<file path="config.mk">
export PLATFORM = sky130hd
export DESIGN_NAME = bridged_run_segmenter
export DESIGN_NICKNAME = d
export VERILOG_FILES = /design/src/hw/rtl/brs_pkg.sv /design/src/hw/rtl/bridged_run_segmenter.sv
export SDC_FILE = /design/constraint.sdc
export NUM_CORES = 2
export LEC_CHECK = 0
export BUFFER_PORTS_ARGS = -buffer_cell sky130_fd_sc_hd__buf_2
export CAP_MARGIN = 10
export CORE_UTILIZATION = 40
export DETAILED_ROUTE_END_ITERATION = 8
export SLEW_MARGIN = 20
export SYNTH_ARGS = -nofsm -noshare
export SYNTH_HDL_FRONTEND = slang
export SYNTH_SLANG_ARGS = --single-unit
export TNS_END_PERCENT = 1
</file>
<file path="constraint.sdc">
create_clock -name clock -period 24.4 [get_ports clock]
set_input_delay 4.88 -clock clock [delete_from_list [all_inputs] [get_ports clock]]
set_output_delay 4.88 -clock clock [all_outputs]
set_load 0.03 [all_outputs]
</file>
<file path="src/hw/rtl/brs_pkg.sv">
// Shared constants and types for the bridged run segmenter.
// No dependencies; imported by the top level and its port checker.
package brs_pkg;

   localparam int CFG_BITS          = 28;
   localparam int OUT_BITS          = 28;
   localparam int POSITION_BITS_DEF = 28;

   localparam logic [CFG_BITS-1:0] MIN_LENGTH_RST = CFG_BITS'(10000);
   localparam logic [CFG_BITS-1:0] MAX_BRIDGE_RST = CFG_BITS'(600000);

   // position classes
   localparam logic [1:0] SYM_EMPTY  = 2'd0;
   localparam logic [1:0] SYM_REGION = 2'd1;
   localparam logic [1:0] SYM_PAD    = 2'd2;

   // register indexes on the csr port
   localparam logic CSR_MIN_LENGTH = 1'b0;
   localparam logic CSR_MAX_BRIDGE = 1'b1;

   // result queue
   localparam int QDEPTH    = 4;
   localparam int QPTR_BITS = $clog2(QDEPTH);
   localparam int QCNT_BITS = QPTR_BITS + 1;

   typedef enum logic [3:0] {
      ST_IDLE      = 4'b0001,
      ST_REGION    = 4'b0010,
      ST_PAD       = 4'b0100,
      ST_PAD_AFTER = 4'b1000
   } state_type;

endpackage

</file>
<file path="src/hw/rtl/bridged_run_segmenter.sv">
// Bridged run segmenter: top level with scan state machine and result queue.
// Depends on brs_pkg.
//
// Usage:
//   req_*  : one position class per word (symbol 0 empty, 1 region, 2 pad) plus
//            restart, which clears the scan and makes this word position 0.
//   rsp_*  : finished intervals (start, end); last_of_run marks the final
//            interval caused by one input word. An input word gives 0, 1 or 2.
//   csr_*  : index 0 min_length, index 1 max_bridge; csr_ready is always high.
// Timing: a word taken is held in the input register and evaluated from it
//   once the queue has room; its intervals are written into the result queue,
//   and rsp_valid shows the first of them from the queue registers.
// Throughput: one word per cycle unless stalled. Evaluation is one pass through
//   subtract/compare logic between the input register and a 4-entry result
//   queue; a word is evaluated only when the queue has two free entries.
// Receiver stall: results wait in the queue; once it fills past two entries
//   the input register holds and req_ready drops. A two-interval word drains
//   as two rsp words.
// Reset: state goes idle, position 0, registers to 10000 and 600000, queue
//   empty. No clearing pass is needed.
module bridged_run_segmenter
   import brs_pkg::*;
#(
   parameter int POSITION_BITS = POSITION_BITS_DEF
) (
   input  logic                clock,
   input  logic                reset,
   input  logic                req_valid,
   output logic                req_ready,
   input  logic [1:0]          req_symbol,
   input  logic                req_restart,
   output logic                rsp_valid,
   input  logic                rsp_ready,
   output logic [OUT_BITS-1:0] rsp_region_start,
   output logic [OUT_BITS-1:0] rsp_region_end,
   output logic                rsp_last_of_run,
   input  logic                csr_valid,
   output logic                csr_ready,
   input  logic                csr_index,
   input  logic [CFG_BITS-1:0] csr_wdata
);

   localparam int CMP_BITS = (POSITION_BITS > CFG_BITS) ? POSITION_BITS : CFG_BITS;

   typedef logic [POSITION_BITS-1:0] pos_type;

   // configuration
   logic [CFG_BITS-1:0] min_len_ff, max_brg_ff;

   // input register
   logic       in_vld_ff;
   logic [1:0] in_sym_ff;
   logic       in_rst_ff;

   // scan state
   state_type st_ff, st_in, cur_st;
   pos_type   pos_ff, prev_ff;
   pos_type   run_start_ff, run_start_in, rs;
   pos_type   run_end_ff, run_end_in, re;
   pos_type   gap_end_ff, gap_end_in, ge;
   pos_type   gap_len_ff, gap_len_in, gl;
   logic      gap_vld_ff, gap_vld_in, gv;
   logic      bridging_ff, bridging_in, br;
   pos_type   cur_pos, cur_prev;

   // result queue
   logic [OUT_BITS-1:0]  q_start_ff [QDEPTH];
   logic [OUT_BITS-1:0]  q_end_ff   [QDEPTH];
   logic                 q_last_ff  [QDEPTH];
   logic [QPTR_BITS-1:0] wr_ptr_ff, rd_ptr_ff;
   logic [QCNT_BITS-1:0] q_cnt_ff;

   logic    advance, pop;
   pos_type len_prev, len_run, len_tail, gap_new;
   logic    prev_ok, run_ok, tail_ok, gap_le, gap_big;
   logic    e0_v, e0_run, e1_v;
   pos_type first_s, first_e, e1_s;
   logic [1:0] push_n;

   assign csr_ready = 1'b1;

   always_ff @(posedge clock) begin
      if (reset) begin
         min_len_ff <= MIN_LENGTH_RST;
         max_brg_ff <= MAX_BRIDGE_RST;
      end else if (csr_valid) begin
         unique case (csr_index)
            CSR_MIN_LENGTH: min_len_ff <= csr_wdata;
            CSR_MAX_BRIDGE: max_brg_ff <= csr_wdata;
         endcase
      end
   end

   assign advance   = in_vld_ff && (q_cnt_ff <= QCNT_BITS'(QDEPTH - 2));
   assign req_ready = !in_vld_ff || advance;

   always_ff @(posedge clock) begin
      if (reset) begin
         in_vld_ff <= 1'b0;
      end else if (req_ready) begin
         in_vld_ff <= req_valid;
      end
   end

   always_ff @(posedge clock) begin
      if (req_ready && req_valid) begin
         in_sym_ff <= req_symbol;
         in_rst_ff <= req_restart;
      end
   end

   // restart takes effect before the word is evaluated
   assign cur_st   = in_rst_ff ? ST_IDLE : st_ff;
   assign cur_pos  = in_rst_ff ? '0 : pos_ff;
   assign cur_prev = in_rst_ff ? '1 : prev_ff;
   assign rs       = in_rst_ff ? '0 : run_start_ff;
   assign re       = in_rst_ff ? '0 : run_end_ff;
   assign ge       = in_rst_ff ? '0 : gap_end_ff;
   assign gl       = gap_len_ff;
   assign gv       = in_rst_ff ? 1'b0 : gap_vld_ff;
   assign br       = in_rst_ff ? 1'b0 : bridging_ff;

   // modular lengths; prev - gap_end - 1 == prev + ~gap_end
   assign len_prev = cur_prev - rs;
   assign len_run  = re - rs;
   assign len_tail = cur_prev + ~ge;
   assign gap_new  = cur_prev - re;

   assign prev_ok = CMP_BITS'(len_prev) >= CMP_BITS'(min_len_ff);
   assign run_ok  = CMP_BITS'(len_run)  >= CMP_BITS'(min_len_ff);
   assign tail_ok = CMP_BITS'(len_tail) >= CMP_BITS'(min_len_ff);
   assign gap_le  = !gv || (CMP_BITS'(gl) <= CMP_BITS'(max_brg_ff));
   assign gap_big = CMP_BITS'(gap_new) > CMP_BITS'(max_brg_ff);

   always_comb begin
      st_in        = cur_st;
      run_start_in = rs;
      run_end_in   = re;
      gap_end_in   = ge;
      gap_len_in   = gl;
      gap_vld_in   = gv;
      bridging_in  = br;
      e0_v         = 1'b0;
      e0_run       = 1'b0;   // 1: (start, run_end), 0: (start, prev)
      e1_v         = 1'b0;
      unique case (cur_st)
         ST_IDLE: begin
            gap_vld_in  = 1'b0;
            bridging_in = 1'b0;
            case (in_sym_ff)
               SYM_REGION: begin
                  run_start_in = cur_pos;
                  run_end_in   = cur_pos;
                  st_in        = ST_REGION;
               end
               SYM_PAD: st_in = ST_PAD;
               default: ;
            endcase
         end
         ST_REGION: begin
            case (in_sym_ff)
               SYM_EMPTY: begin
                  if (!br && prev_ok) begin
                     e0_v = 1'b1;
                  end else if (gap_le) begin
                     e0_v = prev_ok;
                  end else begin
                     // split: stored run, then the tail after the gap
                     e0_v   = run_ok;
                     e0_run = 1'b1;
                     e1_v   = tail_ok;
                  end
                  st_in = ST_IDLE;
               end
               SYM_PAD: begin
                  run_end_in  = cur_prev;
                  st_in       = ST_PAD_AFTER;
                  bridging_in = 1'b1;
               end
               default: ;
            endcase
         end
         ST_PAD: begin
            case (in_sym_ff)
               SYM_EMPTY: st_in = ST_IDLE;
               SYM_REGION: begin
                  run_start_in = cur_pos;
                  run_end_in   = cur_pos;
                  st_in        = ST_REGION;
                  bridging_in  = 1'b0;
               end
               default: ;
            endcase
         end
         ST_PAD_AFTER: begin
            case (in_sym_ff)
               SYM_EMPTY: begin
                  e0_v        = run_ok;
                  e0_run      = 1'b1;
                  st_in       = ST_IDLE;
                  bridging_in = 1'b0;
               end
               SYM_REGION: begin
                  gap_end_in = cur_prev;
                  gap_len_in = gap_new;
                  gap_vld_in = 1'b1;
                  st_in      = ST_REGION;
                  if (gap_big) begin
                     e0_v         = run_ok;
                     e0_run       = 1'b1;
                     run_start_in = cur_pos;
                     run_end_in   = cur_pos;
                  end
               end
               default: ;
            endcase
         end
         default: st_in = ST_IDLE;
      endcase
   end

   always_ff @(posedge clock) begin
      if (reset) begin
         st_ff        <= ST_IDLE;
         pos_ff       <= '0;
         prev_ff      <= '1;
         run_start_ff <= '0;
         run_end_ff   <= '0;
         gap_end_ff   <= '0;
         gap_len_ff   <= '1;
         gap_vld_ff   <= 1'b0;
         bridging_ff  <= 1'b0;
      end else if (advance) begin
         st_ff        <= st_in;
         pos_ff       <= cur_pos + 1'b1;
         prev_ff      <= cur_pos;
         run_start_ff <= run_start_in;
         run_end_ff   <= run_end_in;
         gap_end_ff   <= gap_end_in;
         gap_len_ff   <= gap_len_in;
         gap_vld_ff   <= gap_vld_in;
         bridging_ff  <= bridging_in;
      end
   end

   // queue push: first word is e0 if present, else e1
   assign e1_s    = ge + 1'b1;
   assign first_s = e0_v ? rs : e1_s;
   assign first_e = (e0_v && e0_run) ? re : cur_prev;
   assign push_n  = advance ? ({1'b0, e0_v} + {1'b0, e1_v}) : 2'd0;
   assign pop     = rsp_valid && rsp_ready;

   always_ff @(posedge clock) begin
      if (push_n != 2'd0) begin
         q_start_ff[wr_ptr_ff] <= OUT_BITS'(first_s);
         q_end_ff[wr_ptr_ff]   <= OUT_BITS'(first_e);
         q_last_ff[wr_ptr_ff]  <= !(e0_v && e1_v);
      end
      if (push_n == 2'd2) begin
         q_start_ff[wr_ptr_ff + 1'b1] <= OUT_BITS'(e1_s);
         q_end_ff[wr_ptr_ff + 1'b1]   <= OUT_BITS'(cur_prev);
         q_last_ff[wr_ptr_ff + 1'b1]  <= 1'b1;
      end
   end

   always_ff @(posedge clock) begin
      if (reset) begin
         wr_ptr_ff <= '0;
         rd_ptr_ff <= '0;
         q_cnt_ff  <= '0;
      end else begin
         wr_ptr_ff <= wr_ptr_ff + QPTR_BITS'(push_n);
         rd_ptr_ff <= rd_ptr_ff + QPTR_BITS'(pop);
         q_cnt_ff  <= q_cnt_ff + QCNT_BITS'(push_n) - QCNT_BITS'(pop);
      end
   end

   assign rsp_valid        = q_cnt_ff != '0;
   assign rsp_region_start = q_start_ff[rd_ptr_ff];
   assign rsp_region_end   = q_end_ff[rd_ptr_ff];
   assign rsp_last_of_run  = q_last_ff[rd_ptr_ff];

endmodule

</file>
==> metrics.yaml <==
globalplace.congestion: 0.932
cellPowerDensity_mw_per_mm2: 71.5
dieHeight_um: 279
drt-total-wl_um: 98200
postSynthAreaPerCell_um2: 9.37
critPathLaunchType: "flop"
initial_core_util_pct: 40.5
tritoncts_buffers: 53
synth_async_sr_flop_share_pct: 0
cts.reportedPaths.clkPinSlew_ns: 0.06
cts_post_setup_buffers_inserted: 0
synthToLayoutAreaGrowth_pct: 10.1
maximum_number_of_pins_on_one_net_before_global_route_repair: 75
fin_setup_tns_ns: 0
gr-usage-met1_pct: 35.1
post-route-min-period_ns: 9.86
total_leakage_power_uw: 0.0125
clock_root_buffer_master: "sky130_fd_sc_hd__clkbuf_16"
ys_warn_count: 0
design.portCount: 97
placed_area_mm2: 0.0322
die-area_mm2: 0.0781
synth-seq-area-share_pct: 37.9
rows: 101
core_utilization_of_the_finished_layout_pct: 44.6
groute.usage.overall_pct: 24.8
numPortBuffers: 95
cp_max_stage_cell: "sky130_fd_sc_hd__a2111oi_1"
timing.critical_path.arrival_ns: 10.15
grt.met3_usage_pct: 5.34
cts-htree-levels: 2
commonest_non_fill_non_tap_cell_in_the_layout: "sky130_fd_sc_hd__nand2_1"
hold_violations: 0
postCtsResizedCells: 0
ff2ff_path_depth: 28
synth-main-ff-cell: "sky130_fd_sc_hd__dfxtp_1"
run_status: "finished, final reports clean"
period_share_pct: 40.4
finalNetCount: 3588
power.total_uw: 2420
synthesis.area_mm2: 0.0308
required_time_at_the_endpoint_of_the_critical_path_ns: 24.68
critPathCaptureType: "flop"
critical_path_class: "flop to flop"
die-width_um: 279
core_mm2: 0.0761
synth.net_count: 3572
synthesis.instances: 3287
dr.first_iter.drc_count: 2691
antenna_left: 0
num_vias: 25196
grt_first_pass_wirelength_um: 148000
post_dp_hpwl_um: 71900
drc: 0
hold_path.class: "flop to flop"
worstSkewPairLatency_ns: 0.64
overflow: 0
antenna_violations_before_repair: 3
fillerInstances: 7449
grt_util_met2_pct: 37.9
post_route_cells_drive_above_1_share_pct: 10.7
timing.fmax_mhz: 101
route.detailed.vias_per_inst: 5.75
cts_max_path_buffers: 3
wire_per_inst_um: 22.4
most_frequent_cells_in_the_layout: "387 x sky130_fd_sc_hd__nand2_1, 262 x sky130_fd_sc_hd__nor2_1, 243 x sky130_fd_sc_hd__ha_1"
holdBufCountCts: 0
hold_path_depth: 2
layout.cell_area.non_filler_mm2: 0.0339
grt_setup_unrepaired: "no"
first_global_vias: 24331
irDropWorstVdd_v: 0.0000595
yosys_register_bits: 469
worst_clock_skew_ns: 0.0207
numClockSinks: 469
count_of_different_cell_masters_after_synthesis: 92
max_slew_margin_pct: 22.9
maxCapViolations: 0
timing.final.max_slew_violations: 0
pre_antenna_drt_iters: 8
gr-max-usage-layer: "met2"
cts_tree: "yes"
synth-edff-count: 227
worst_pin_slew_ns: 1.15
path_max_fanout: 74
final-setup-viol-count: 0
cpPeakStageDelay_ns: 0.83
[logic make-up after synthesis]
logic type	after synthesis	share of synthesized area, %
AOI/OAI and AO/OA	744	15.6
xor gates and xnor gates	167	4.75
adders and majority gates	257	10.5
buffers and inverters	349	4.64
DFF	469	37.9
muxes	279	11.5
other	1	0.0122
and+or+nand+nor	1021	15.1
[worst paths after layout]
kind                                        from                to  slack [ns]
worst max-delay path                   in_rst_ff   q_end_ff[2][12]       14.54
worst min-delay path            run_start_ff[22]  run_start_ff[22]        0.45
worst max register to register         in_rst_ff   q_end_ff[2][12]       14.54
worst min register to register  run_start_ff[22]  run_start_ff[22]        0.45
[sequential cells by signal, summed over array words and instances (netlist names), 28 cells and up]
name	cells
q_end_ff	112
min_len_ff	28
pos_ff	28
prev_ff	28
max_brg_ff	28
gap_len_ff	28
gap_end_ff	28
run_end_ff	28
run_start_ff	28
q_start_ff	112
[metrics by stage]
stage | worst slack (ns) | cells | hold WS [ns]
after floorplan | 7.70 | 3287 | 0.427
final | 14.54 | 4379 | 0.448
after detailed placement | 14.61 | 4278 | 0.442
after global routing | 14.04 | 4379 | 0.476
after global placement | 14.47 | 4278 | 0.434
after CTS | 14.62 | 4378 | 0.451
[report_power, final]
part	leakage [µW]	internal [µW]	switching (µW)	total, µW
combinational	0.00760	288	462	750
clock	0.000853	445	347	792
sequential	0.00403	849	31.9	881
[cells in the mapped netlist, types with 18 or more instances]
cell                       instances  share of area (%)
sky130_fd_sc_hd__a22oi_1          44                1.1
sky130_fd_sc_hd__xor2_1           61                1.7
sky130_fd_sc_hd__inv_1           172                2.1
sky130_fd_sc_hd__dfxtp_1         242                 16
sky130_fd_sc_hd__a21oi_1         242                3.9
sky130_fd_sc_hd__nand2b_1         38               0.77
sky130_fd_sc_hd__mux2_2           31                1.1
sky130_fd_sc_hd__and3_1           18               0.37
sky130_fd_sc_hd__nor3_1           68                1.1
sky130_fd_sc_hd__nand2_1         388                4.7
sky130_fd_sc_hd__nand4_1          39               0.79
sky130_fd_sc_hd__ha_1            243                9.9
sky130_fd_sc_hd__clkbuf_1        114                1.4
sky130_fd_sc_hd__mux2i_1         189                6.1
sky130_fd_sc_hd__o211ai_1         35               0.85
sky130_fd_sc_hd__o21a_1           20               0.49
sky130_fd_sc_hd__buf_1            30               0.37
sky130_fd_sc_hd__nand3_1          71                1.2
sky130_fd_sc_hd__nor2_1          264                3.2
sky130_fd_sc_hd__a211oi_1         25               0.61
sky130_fd_sc_hd__mux4_2           57                4.2
sky130_fd_sc_hd__xnor2_1         106                3.0
sky130_fd_sc_hd__nor2b_1          58                1.2
sky130_fd_sc_hd__a21o_1           73                1.8
sky130_fd_sc_hd__edfxtp_1        227                 22
sky130_fd_sc_hd__o21ai_0         140                2.3
[critical path: cells and delay by family, from the launching register on]
family / cells / cell delay [ns]
buffers and inverters: 3 / 1.10
flip-flops: 1 / 0.42
XOR/XNOR: 1 / 0.17
AO/OA/AOI/OAI: 12 / 3.58
adder cells (fa/ha/maj): 4 / 1.57
AND/OR/NAND/NOR: 8 / 2.62
[area by class of cell]
| cell class | count | area (µm²) | share of cell area (%) |
|---|---|---|---|
| Antenna cell | 1 | 2.50 | 0.00738 |
| Clock buffer | 80 | 1560 | 4.59 |
| Clock inverter | 20 | 173 | 0.509 |
| Inverter | 175 | 659 | 1.95 |
| Multi-Input combinational cell | 2469 | 17800 | 52.4 |
| Sequential cell | 469 | 11700 | 34.4 |
| Tap cell | 1030 | 1290 | 3.80 |
| Timing Repair Buffer | 135 | 782 | 2.31 |
[routing by layer]
metal | vias to the layer above | part of all wire, % | wire length [µm]
met5 | - | 0.013 | 13
met4 | 2 | 2.5 | 2450
met3 | 133 | 9.0 | 8850
met2 | 949 | 43 | 42700
met1 | 12175 | 45 | 44200
li1 | 11937 | - | -
(Power assumes the default switching activity.)
